**src/rtl/fcfs_pkg.sv**
```systemverilog
// ----------------------------------------------------------------------------
// fcfs_pkg
// Types and constants shared by the free chunk fit search block.
// ----------------------------------------------------------------------------
package fcfs_pkg;

  localparam int unsigned MAP_DEPTH = 1024;
  localparam int unsigned MAP_AW    = $clog2(MAP_DEPTH);
  localparam int unsigned LEN_W     = $clog2(MAP_DEPTH + 1);

  localparam int unsigned OFFSET_W  = 10;
  localparam int unsigned VALUE_W   = 4;
  localparam int unsigned REQ_W     = 11;
  localparam int unsigned ADDR_W    = 16;
  localparam int unsigned CLEN_W    = 11;
  localparam int unsigned IN_DATA_W  = 32;
  localparam int unsigned OUT_DATA_W = 32;

  localparam int unsigned CFG_IDX_W  = 2;
  localparam int unsigned CFG_DATA_W = 16;

  localparam logic [CFG_IDX_W-1:0] CFG_STRATEGY = 2'd0;
  localparam logic [CFG_IDX_W-1:0] CFG_BASE     = 2'd1;
  localparam logic [CFG_IDX_W-1:0] CFG_LENGTH   = 2'd2;

  localparam logic OP_WRITE  = 1'b0;
  localparam logic OP_SEARCH = 1'b1;

  localparam logic STRAT_FIRST = 1'b0;
  localparam logic STRAT_WORST = 1'b1;

  typedef enum logic [1:0] {
    ST_CLEAR,
    ST_IDLE,
    ST_SCAN,
    ST_FINISH
  } state_e;

endpackage

```
**src/rtl/free_chunk_fit_search_core.sv**
```systemverilog
// ----------------------------------------------------------------------------
// free_chunk_fit_search_core
// First-fit and worst-fit search for a free run in a per-byte allocation map.
// ----------------------------------------------------------------------------
// The map is a 1024 x 1 synchronous memory. After reset a clearing pass
// marks every byte free; no input transfer is taken during it, while
// configuration writes are. A write item is written into the map on its
// transfer. A search item reads the map one entry per cycle through the
// single read port, up to n entries, where n is the active region length
// (at most 1024); its result is registered from the finish state, and the
// next item is taken back in idle. A first-fit search ends early at the
// first run that fits; a zero request or an empty region skips the scan.
// One item is worked on at a time. The result register lets the next item be
// taken while a result still waits for its transfer; a finished search waits
// only while an earlier result has not been taken.
module free_chunk_fit_search_core (
  input  logic                               clk_i,
  input  logic                               rst_ni,
  // tdata, from the lowest bit: entry_offset[9:0], entry_value[13:10],
  // request_size[24:14], zero fill.
  input  logic                               s_axis_tvalid,
  output logic                               s_axis_tready,
  input  logic [fcfs_pkg::IN_DATA_W-1:0]     s_axis_tdata,
  // tuser: opcode.
  input  logic                               s_axis_tuser,
  output logic                               m_axis_tvalid,
  input  logic                               m_axis_tready,
  // tdata, from the lowest bit: chunk_address[15:0], chunk_length[26:16],
  // zero fill.
  output logic [fcfs_pkg::OUT_DATA_W-1:0]    m_axis_tdata,
  // tuser: found.
  output logic                               m_axis_tuser,
  input  logic                               cfg_valid_i,
  output logic                               cfg_ready_o,
  input  logic [fcfs_pkg::CFG_IDX_W-1:0]     cfg_index_i,
  input  logic [fcfs_pkg::CFG_DATA_W-1:0]    cfg_data_i
);
  import fcfs_pkg::*;

  logic                  map_mem [MAP_DEPTH];
  logic                  rdata_q;

  state_e                state_q, state_d;
  logic [MAP_AW-1:0]     clr_q, clr_d;
  logic [LEN_W-1:0]      issue_q, issue_d;
  logic                  rd_vld_q, rd_vld_d;
  logic [MAP_AW-1:0]     pos_q, pos_d;
  logic [LEN_W-1:0]      run_q, run_d;
  logic [MAP_AW-1:0]     run_start_q, run_start_d;
  logic [LEN_W-1:0]      best_q, best_d;
  logic [MAP_AW-1:0]     best_start_q, best_start_d;
  logic                  hit_q, hit_d;
  logic [MAP_AW-1:0]     hit_start_q, hit_start_d;
  logic [REQ_W-1:0]      req_q, req_d;
  logic [LEN_W-1:0]      n_q, n_d;

  logic                  strategy_q;
  logic [ADDR_W-1:0]     base_q;
  logic [LEN_W-1:0]      length_q;

  logic                  out_vld_q, out_vld_d;
  logic [OUT_DATA_W-1:0] out_data_q, out_data_d;
  logic                  out_user_q, out_user_d;

  logic                  mem_we;
  logic [MAP_AW-1:0]     mem_waddr;
  logic                  mem_wdata;
  logic                  mem_re;

  logic                  in_xfer;
  logic [OFFSET_W-1:0]   in_offset;
  logic [VALUE_W-1:0]    in_value;
  logic [REQ_W-1:0]      in_req;
  logic [LEN_W-1:0]      run_nx;
  logic [LEN_W-1:0]      ff_start;
  logic                  res_found;
  logic [MAP_AW-1:0]     res_start;
  logic [CLEN_W-1:0]     res_len;
  logic [ADDR_W-1:0]     res_addr;

  assign in_offset = s_axis_tdata[OFFSET_W-1:0];
  assign in_value  = s_axis_tdata[OFFSET_W+VALUE_W-1:OFFSET_W];
  assign in_req    = s_axis_tdata[OFFSET_W+VALUE_W+REQ_W-1:OFFSET_W+VALUE_W];

  assign s_axis_tready = (state_q == ST_IDLE);
  assign in_xfer       = s_axis_tvalid && s_axis_tready;
  assign cfg_ready_o   = 1'b1;
  assign m_axis_tvalid = out_vld_q;
  assign m_axis_tdata  = out_data_q;
  assign m_axis_tuser  = out_user_q;

  always_ff @(posedge clk_i) begin
    if (mem_we) begin
      map_mem[mem_waddr] <= mem_wdata;
    end
    if (mem_re) begin
      rdata_q <= map_mem[issue_q[MAP_AW-1:0]];
    end
  end

  always_ff @(posedge clk_i or negedge rst_ni) begin
    if (!rst_ni) begin
      strategy_q <= STRAT_FIRST;
      base_q     <= '0;
      length_q   <= LEN_W'(MAP_DEPTH);
    end else if (cfg_valid_i && cfg_ready_o) begin
      unique case (cfg_index_i)
        CFG_STRATEGY: strategy_q <= cfg_data_i[0];
        CFG_BASE:     base_q     <= cfg_data_i[ADDR_W-1:0];
        CFG_LENGTH:   length_q   <= cfg_data_i[LEN_W-1:0];
        default:      ;
      endcase
    end
  end

  always_ff @(posedge clk_i or negedge rst_ni) begin
    if (!rst_ni) begin
      state_q   <= ST_CLEAR;
      clr_q     <= '0;
      rd_vld_q  <= 1'b0;
      out_vld_q <= 1'b0;
    end else begin
      state_q   <= state_d;
      clr_q     <= clr_d;
      rd_vld_q  <= rd_vld_d;
      out_vld_q <= out_vld_d;
    end
  end

  always_ff @(posedge clk_i) begin
    issue_q      <= issue_d;
    pos_q        <= pos_d;
    run_q        <= run_d;
    run_start_q  <= run_start_d;
    best_q       <= best_d;
    best_start_q <= best_start_d;
    hit_q        <= hit_d;
    hit_start_q  <= hit_start_d;
    req_q        <= req_d;
    n_q          <= n_d;
    out_data_q   <= out_data_d;
    out_user_q   <= out_user_d;
  end

  assign run_nx   = rdata_q ? '0 : run_q + LEN_W'(1);
  assign ff_start = LEN_W'({1'b0, pos_q}) + LEN_W'(1) - LEN_W'(req_q);

  always_comb begin
    if (strategy_q == STRAT_WORST) begin
      res_found = (req_q != '0) && (LEN_W'(req_q) <= best_q);
      res_start = best_start_q;
      res_len   = CLEN_W'(best_q);
    end else begin
      res_found = hit_q;
      res_start = hit_start_q;
      res_len   = CLEN_W'(req_q);
    end
    res_addr = base_q + ADDR_W'(res_start);
  end

  always_comb begin
    state_d      = state_q;
    clr_d        = clr_q;
    issue_d      = issue_q;
    rd_vld_d     = 1'b0;
    pos_d        = issue_q[MAP_AW-1:0];
    run_d        = run_q;
    run_start_d  = run_start_q;
    best_d       = best_q;
    best_start_d = best_start_q;
    hit_d        = hit_q;
    hit_start_d  = hit_start_q;
    req_d        = req_q;
    n_d          = n_q;
    out_vld_d    = out_vld_q;
    out_data_d   = out_data_q;
    out_user_d   = out_user_q;
    mem_we       = 1'b0;
    mem_waddr    = in_offset;
    mem_wdata    = (in_value != '0);
    mem_re       = 1'b0;

    if (out_vld_q && m_axis_tready) begin
      out_vld_d = 1'b0;
    end

    unique case (state_q)
      ST_CLEAR: begin
        mem_we    = 1'b1;
        mem_waddr = clr_q;
        mem_wdata = 1'b0;
        clr_d     = clr_q + MAP_AW'(1);
        if (clr_q == MAP_AW'(MAP_DEPTH - 1)) begin
          state_d = ST_IDLE;
        end
      end
      ST_IDLE: begin
        if (in_xfer) begin
          if (s_axis_tuser == OP_WRITE) begin
            mem_we = 1'b1;
          end else begin
            req_d   = in_req;
            n_d     = (length_q > LEN_W'(MAP_DEPTH)) ? LEN_W'(MAP_DEPTH) : length_q;
            issue_d = '0;
            run_d   = '0;
            best_d  = '0;
            hit_d   = 1'b0;
            if (in_req == '0 || length_q == '0) begin
              state_d = ST_FINISH;
            end else begin
              state_d = ST_SCAN;
            end
          end
        end
      end
      ST_SCAN: begin
        if (issue_q != n_q) begin
          mem_re   = 1'b1;
          rd_vld_d = 1'b1;
          issue_d  = issue_q + LEN_W'(1);
        end
        if (rd_vld_q) begin
          run_d = run_nx;
          if (!rdata_q && run_q == '0) begin
            run_start_d = pos_q;
          end
          if (!rdata_q && run_nx > best_q) begin
            best_d       = run_nx;
            best_start_d = (run_q == '0) ? pos_q : run_start_q;
          end
          if (strategy_q == STRAT_FIRST && run_nx == LEN_W'(req_q)) begin
            hit_d       = 1'b1;
            hit_start_d = ff_start[MAP_AW-1:0];
            state_d     = ST_FINISH;
          end
        end else if (issue_q == n_q) begin
          state_d = ST_FINISH;
        end
      end
      ST_FINISH: begin
        if (!out_vld_q || m_axis_tready) begin
          out_vld_d  = 1'b1;
          out_user_d = res_found;
          if (res_found) begin
            out_data_d = OUT_DATA_W'({res_len, res_addr});
          end else begin
            out_data_d = '0;
          end
          state_d = ST_IDLE;
        end
      end
      default: state_d = ST_IDLE;
    endcase
  end

endmodule
```
**config.mk**
```make
export PLATFORM = sky130hd
export DESIGN_NAME = free_chunk_fit_search_core
export DESIGN_NICKNAME = d
export VERILOG_FILES = /design/src/rtl/fcfs_pkg.sv /design/src/rtl/free_chunk_fit_search_core.sv
export SDC_FILE = /design/constraint.sdc
export NUM_CORES = 2
export LEC_CHECK = 0
export CAP_MARGIN = 20
export CORE_MARGIN = 10
export CORE_UTILIZATION = 55
export DETAILED_ROUTE_END_ITERATION = 8
export DONT_BUFFER_PORTS = 1
export PLACE_DENSITY = 0.7
export SLEW_MARGIN = 20
export SYNTH_ARGS = -nofsm -noshare
export SYNTH_HDL_FRONTEND = slang
export SYNTH_SLANG_ARGS = --single-unit
```
**constraint.sdc**
```tcl
create_clock -name clk_i -period 75.5 [get_ports clk_i]
set_input_delay 7.55 -clock clk_i [delete_from_list [all_inputs] [get_ports clk_i]]
set_output_delay 7.55 -clock clk_i [all_outputs]
set_load 0.05 [all_outputs]
```
==> impl_metrics.csv <==
group,metric,value,unit
run_status,status,"finished, final reports clean",
timing,post-route-min-period,11.21,ns
placed_design,gp_congestion,0.842,
grt,grt.overflow.total,0,
timing,worstMarginPinSlew,1.13,ns
floorplanning,start_util,55.6,%
critical_path,r2r_slack,69.52,ns
cts,cts.sinks,1191,
placed_design,dpl.hpwl,74.4,mm
timing,timing.hold.ws,0.437,ns
synthesis,netlist_area,53100,µm²
final_layout,syn2layout_area_growth,9.18,%
floorplanning,std_cell_rows,113,
floorplanning,die-area,109000,µm²
synthesis,synth_edf_count,1139,
synthesis,yosysMostFrequentCell,"edfxtp_1",
cts,cts_inserted_buffers,119,
synthesis,ys_seq_area_share,66.8,%
timing,fin_setup_tns,0,ns
timing,drv_slew,0,
critical_path,crit_path_max_incr_delay,0.86,ns
synthesis,yosysTopAreaCellShare,64.4,%
drt,antenna_left,0,
critical_path,reg2reg_to,"rdata_q$_DFFE_PP_",
cts,htreeDepth,3,
grt,grt_pass1_vias,30428,
synthesis,synthTopCellsByCount,"1139 x edfxtp_1, 1092 x nor2_1, 241 x mux4_2",
synthesis,ys_seq_elements,1191,
drt,drc,0,
run,maxCapViolCount,0,
drt,wl_per_cell,26.6,µm
critical_path,startpoint,"s_axis_tdata[10]",
synthesis,synthArstFlopShare,3.53,%
timing,setup_ws,64.29,ns
critical_path,crit_chain,"nor4_1 > buf_4 > nor2_4 > buf_6 > buf_6 > buf_4 > buf_4",
cts,cts_tree,"built",
grt,antenna_found_initial,5,
placed_design,port_buffers,0,
cts,cts_resized,0,
synthesis,yosys_warnings,0,
drt,drt_iter0_drc,4418,
drt,vias,31755,
synthesis,yosysUniqueCellTypes,74,
timing,finalCritPeriodShare,14.9,%
synthesis,synth_area_leader_cell,"edfxtp_1",
cts,cts_max_path_buffers,3,
final_layout,multi_input_area,16200,µm²
grt,grt_use_total,24.2,%
critical_path,crit_top_cell,"buf_4",
worst_hold_path,hp-class,"reg -> reg",
critical_path,critPathLaunchType,"primary input",
floorplanning,core_area,95400,µm²
timing,maxSlewHeadroom,24.3,%
synthesis,avgSynthCellArea,14.0,µm²
floorplanning,io_pins,92,
critical_path,cp.arrival,11.58,ns
cts,root_buffer,"clkbuf_16",
critical_path,criticalPathCategory,"in -> reg",
final_layout,seq_area,35500,µm²
synthesis,yosys-top-cells-area,"edfxtp_1 64%, mux4_2 10%, nor2_1 7.7%",
floorplanning,die_y,331,µm
grt,grt_first_pass_wirelength,197,mm
critical_path,cp.required,75.87,ns
pwr,vdd_drop_max,0.0182,mV
critical_path,cp_slowest_cell,"buf_4",
cts,worst_skew_pair.late_latency,0.72,ns
drt,first_pass_iters,6,
cts,postCtsHoldBufs,0,
final_layout,final_layout_size_suffix_gt1_share,16.2,%
timing,rsz0062_at_grt,"no",
drt,routed_wl,134,mm
placed_design,post-place-ws,63.06,ns
timing,max_freq,0.0892,GHz
grt,grt_max_degree,324,
final_layout,nFillCells,7231,
synthesis,synthCells,3789,
pwr,p_leak,16.4,nW
floorplanning,fp.dieW,331,µm
critical_path,r2r_cells,12,
critical_path,r2r_start,"issue_q[0]$_SDFFCE_PN0P_",
timing,hold_viol_final,0,
final_layout,nets,3779,
cts,clkTransAtPathRegs,0.06,ns
critical_path,cp_max_fo,138,
critical_path,crit_path_end_kind,"register",
drt,via_per_inst,6.30,
timing,skew,0.0168,ns
synthesis,synth_ff_type,"edfxtp_1",
cts,cts_setup_buffers,0,
timing,setup-violations-final,0,
pwr,powerDensity,22.7,nW/µm²
critical_path,crit_end,"map_mem[389]$_DFFE_PP_",
worst_hold_path,hold_depth,0,
-- flip-flops by register name, summed over array words and instances (netlist names), 2 cells and up --
| signal | cells |
|---|---|
| best_q | 11 |
| best_start_q | 10 |
| n_q | 11 |
| run_q | 11 |
| run_start_q | 10 |
| length_q | 11 |
| req_q | 11 |
| m_axis_tdata | 27 |
| state_q | 2 |
| map_mem | 1024 |
| issue_q | 11 |
| base_q | 16 |
| clr_q | 10 |
| hit_start_q | 10 |
| pos_q | 10 |
-- power breakdown --
group          switching (mW)  internal, mW
Sequential            0.00289         0.718
Clock                   0.250         0.324
Combinational          0.0125        0.0105
Total                   0.266          1.05
-- through the flow --
step / power [mW] / instance area (µm²) / std cells / util [%]
after global routing: 1.35 / 58000 / 5038 / 60.7
after floorplan: 0.753 / 53100 / 3793 / -
after CTS: 1.33 / 57700 / 5026 / 60.5
final: 1.32 / 58000 / 5038 / 60.7
after global placement: 0.757 / 54000 / 4801 / 56.5
after detailed placement: 0.757 / 54000 / 4801 / 56.5
-- layout make-up --
class | count | share of cell area [%]
timing repair buffer | 81 | 1.32
multi-input combinational | 2216 | 27.9
tap | 1265 | 2.73
sequential | 1191 | 61.2
antenna | 2 | 0.00864
clock buffer | 147 | 5.41
inverter | 58 | 0.376
clock inverter | 78 | 1.10
-- cells in the final DEF (no fill, tap or decap), types with 14 or more instances in the layout --
master     count
nand2_1       77
nand3_2       14
buf_4         64
mux2i_1       77
nor3_1        39
o21ai_0       45
inv_1         57
clkinv_2      24
nor2_1      1089
a221oi_1      17
dfrtp_1       41
o22ai_1       15
mux4_2       241
a22oi_1       24
ha_1          53
clkbuf_16    120
nand3_1       34
a21oi_1       69
nand4_1       22
a211oi_1      19
and2_1        15
xor2_1        17
nor2b_1       30
clkbuf_1      24
edfxtp_1    1139
nand2b_1      14
mux2_2        58
xnor2_1       47
nand2_2       27
clkinv_1      38
-- critical path: cells and delay by family --
family | cells | cell delay (ns)
and+or+nand+nor | 2 | 0.52
buffers and inverters | 5 | 3.28
-- worst min path at each step --
stage,from,to,slack (ns)
floorplan,issue_q[2]$_SDFFCE_PN0P_,pos_q[2]$_DFF_P_,0.34
global placement,pos_q[1]$_DFF_P_,run_start_q[1]$_DFFE_PP_,0.42
detailed placement,pos_q[1]$_DFF_P_,run_start_q[1]$_DFFE_PP_,0.42
CTS,pos_q[1]$_DFF_P_,run_start_q[1]$_DFFE_PP_,0.44
global route,pos_q[1]$_DFF_P_,run_start_q[1]$_DFFE_PP_,0.46
finish,pos_q[1]$_DFF_P_,run_start_q[1]$_DFFE_PP_,0.44
-- cell families after synthesis --
logic type,synth area share [%]
fa+ha+maj,1.39
buf+inv,3.18
simple gates,11.0
compound gates,3.68
flops,66.8
xor+xnor,1.06
mux,12.9
other cells,0.0141
-- metal layers --
metal | track usage (%) | up-vias | wire (µm)
met5 | 0 | - | 35
met4 | 9.04 | 6 | 5090
met3 | 4.87 | 277 | 14500
met2 | 38.4 | 1604 | 63400
met1 | 33.2 | 16179 | 50800
li1 | - | 13689 | -
No activity file was read; power rests on OpenSTA's default activity.
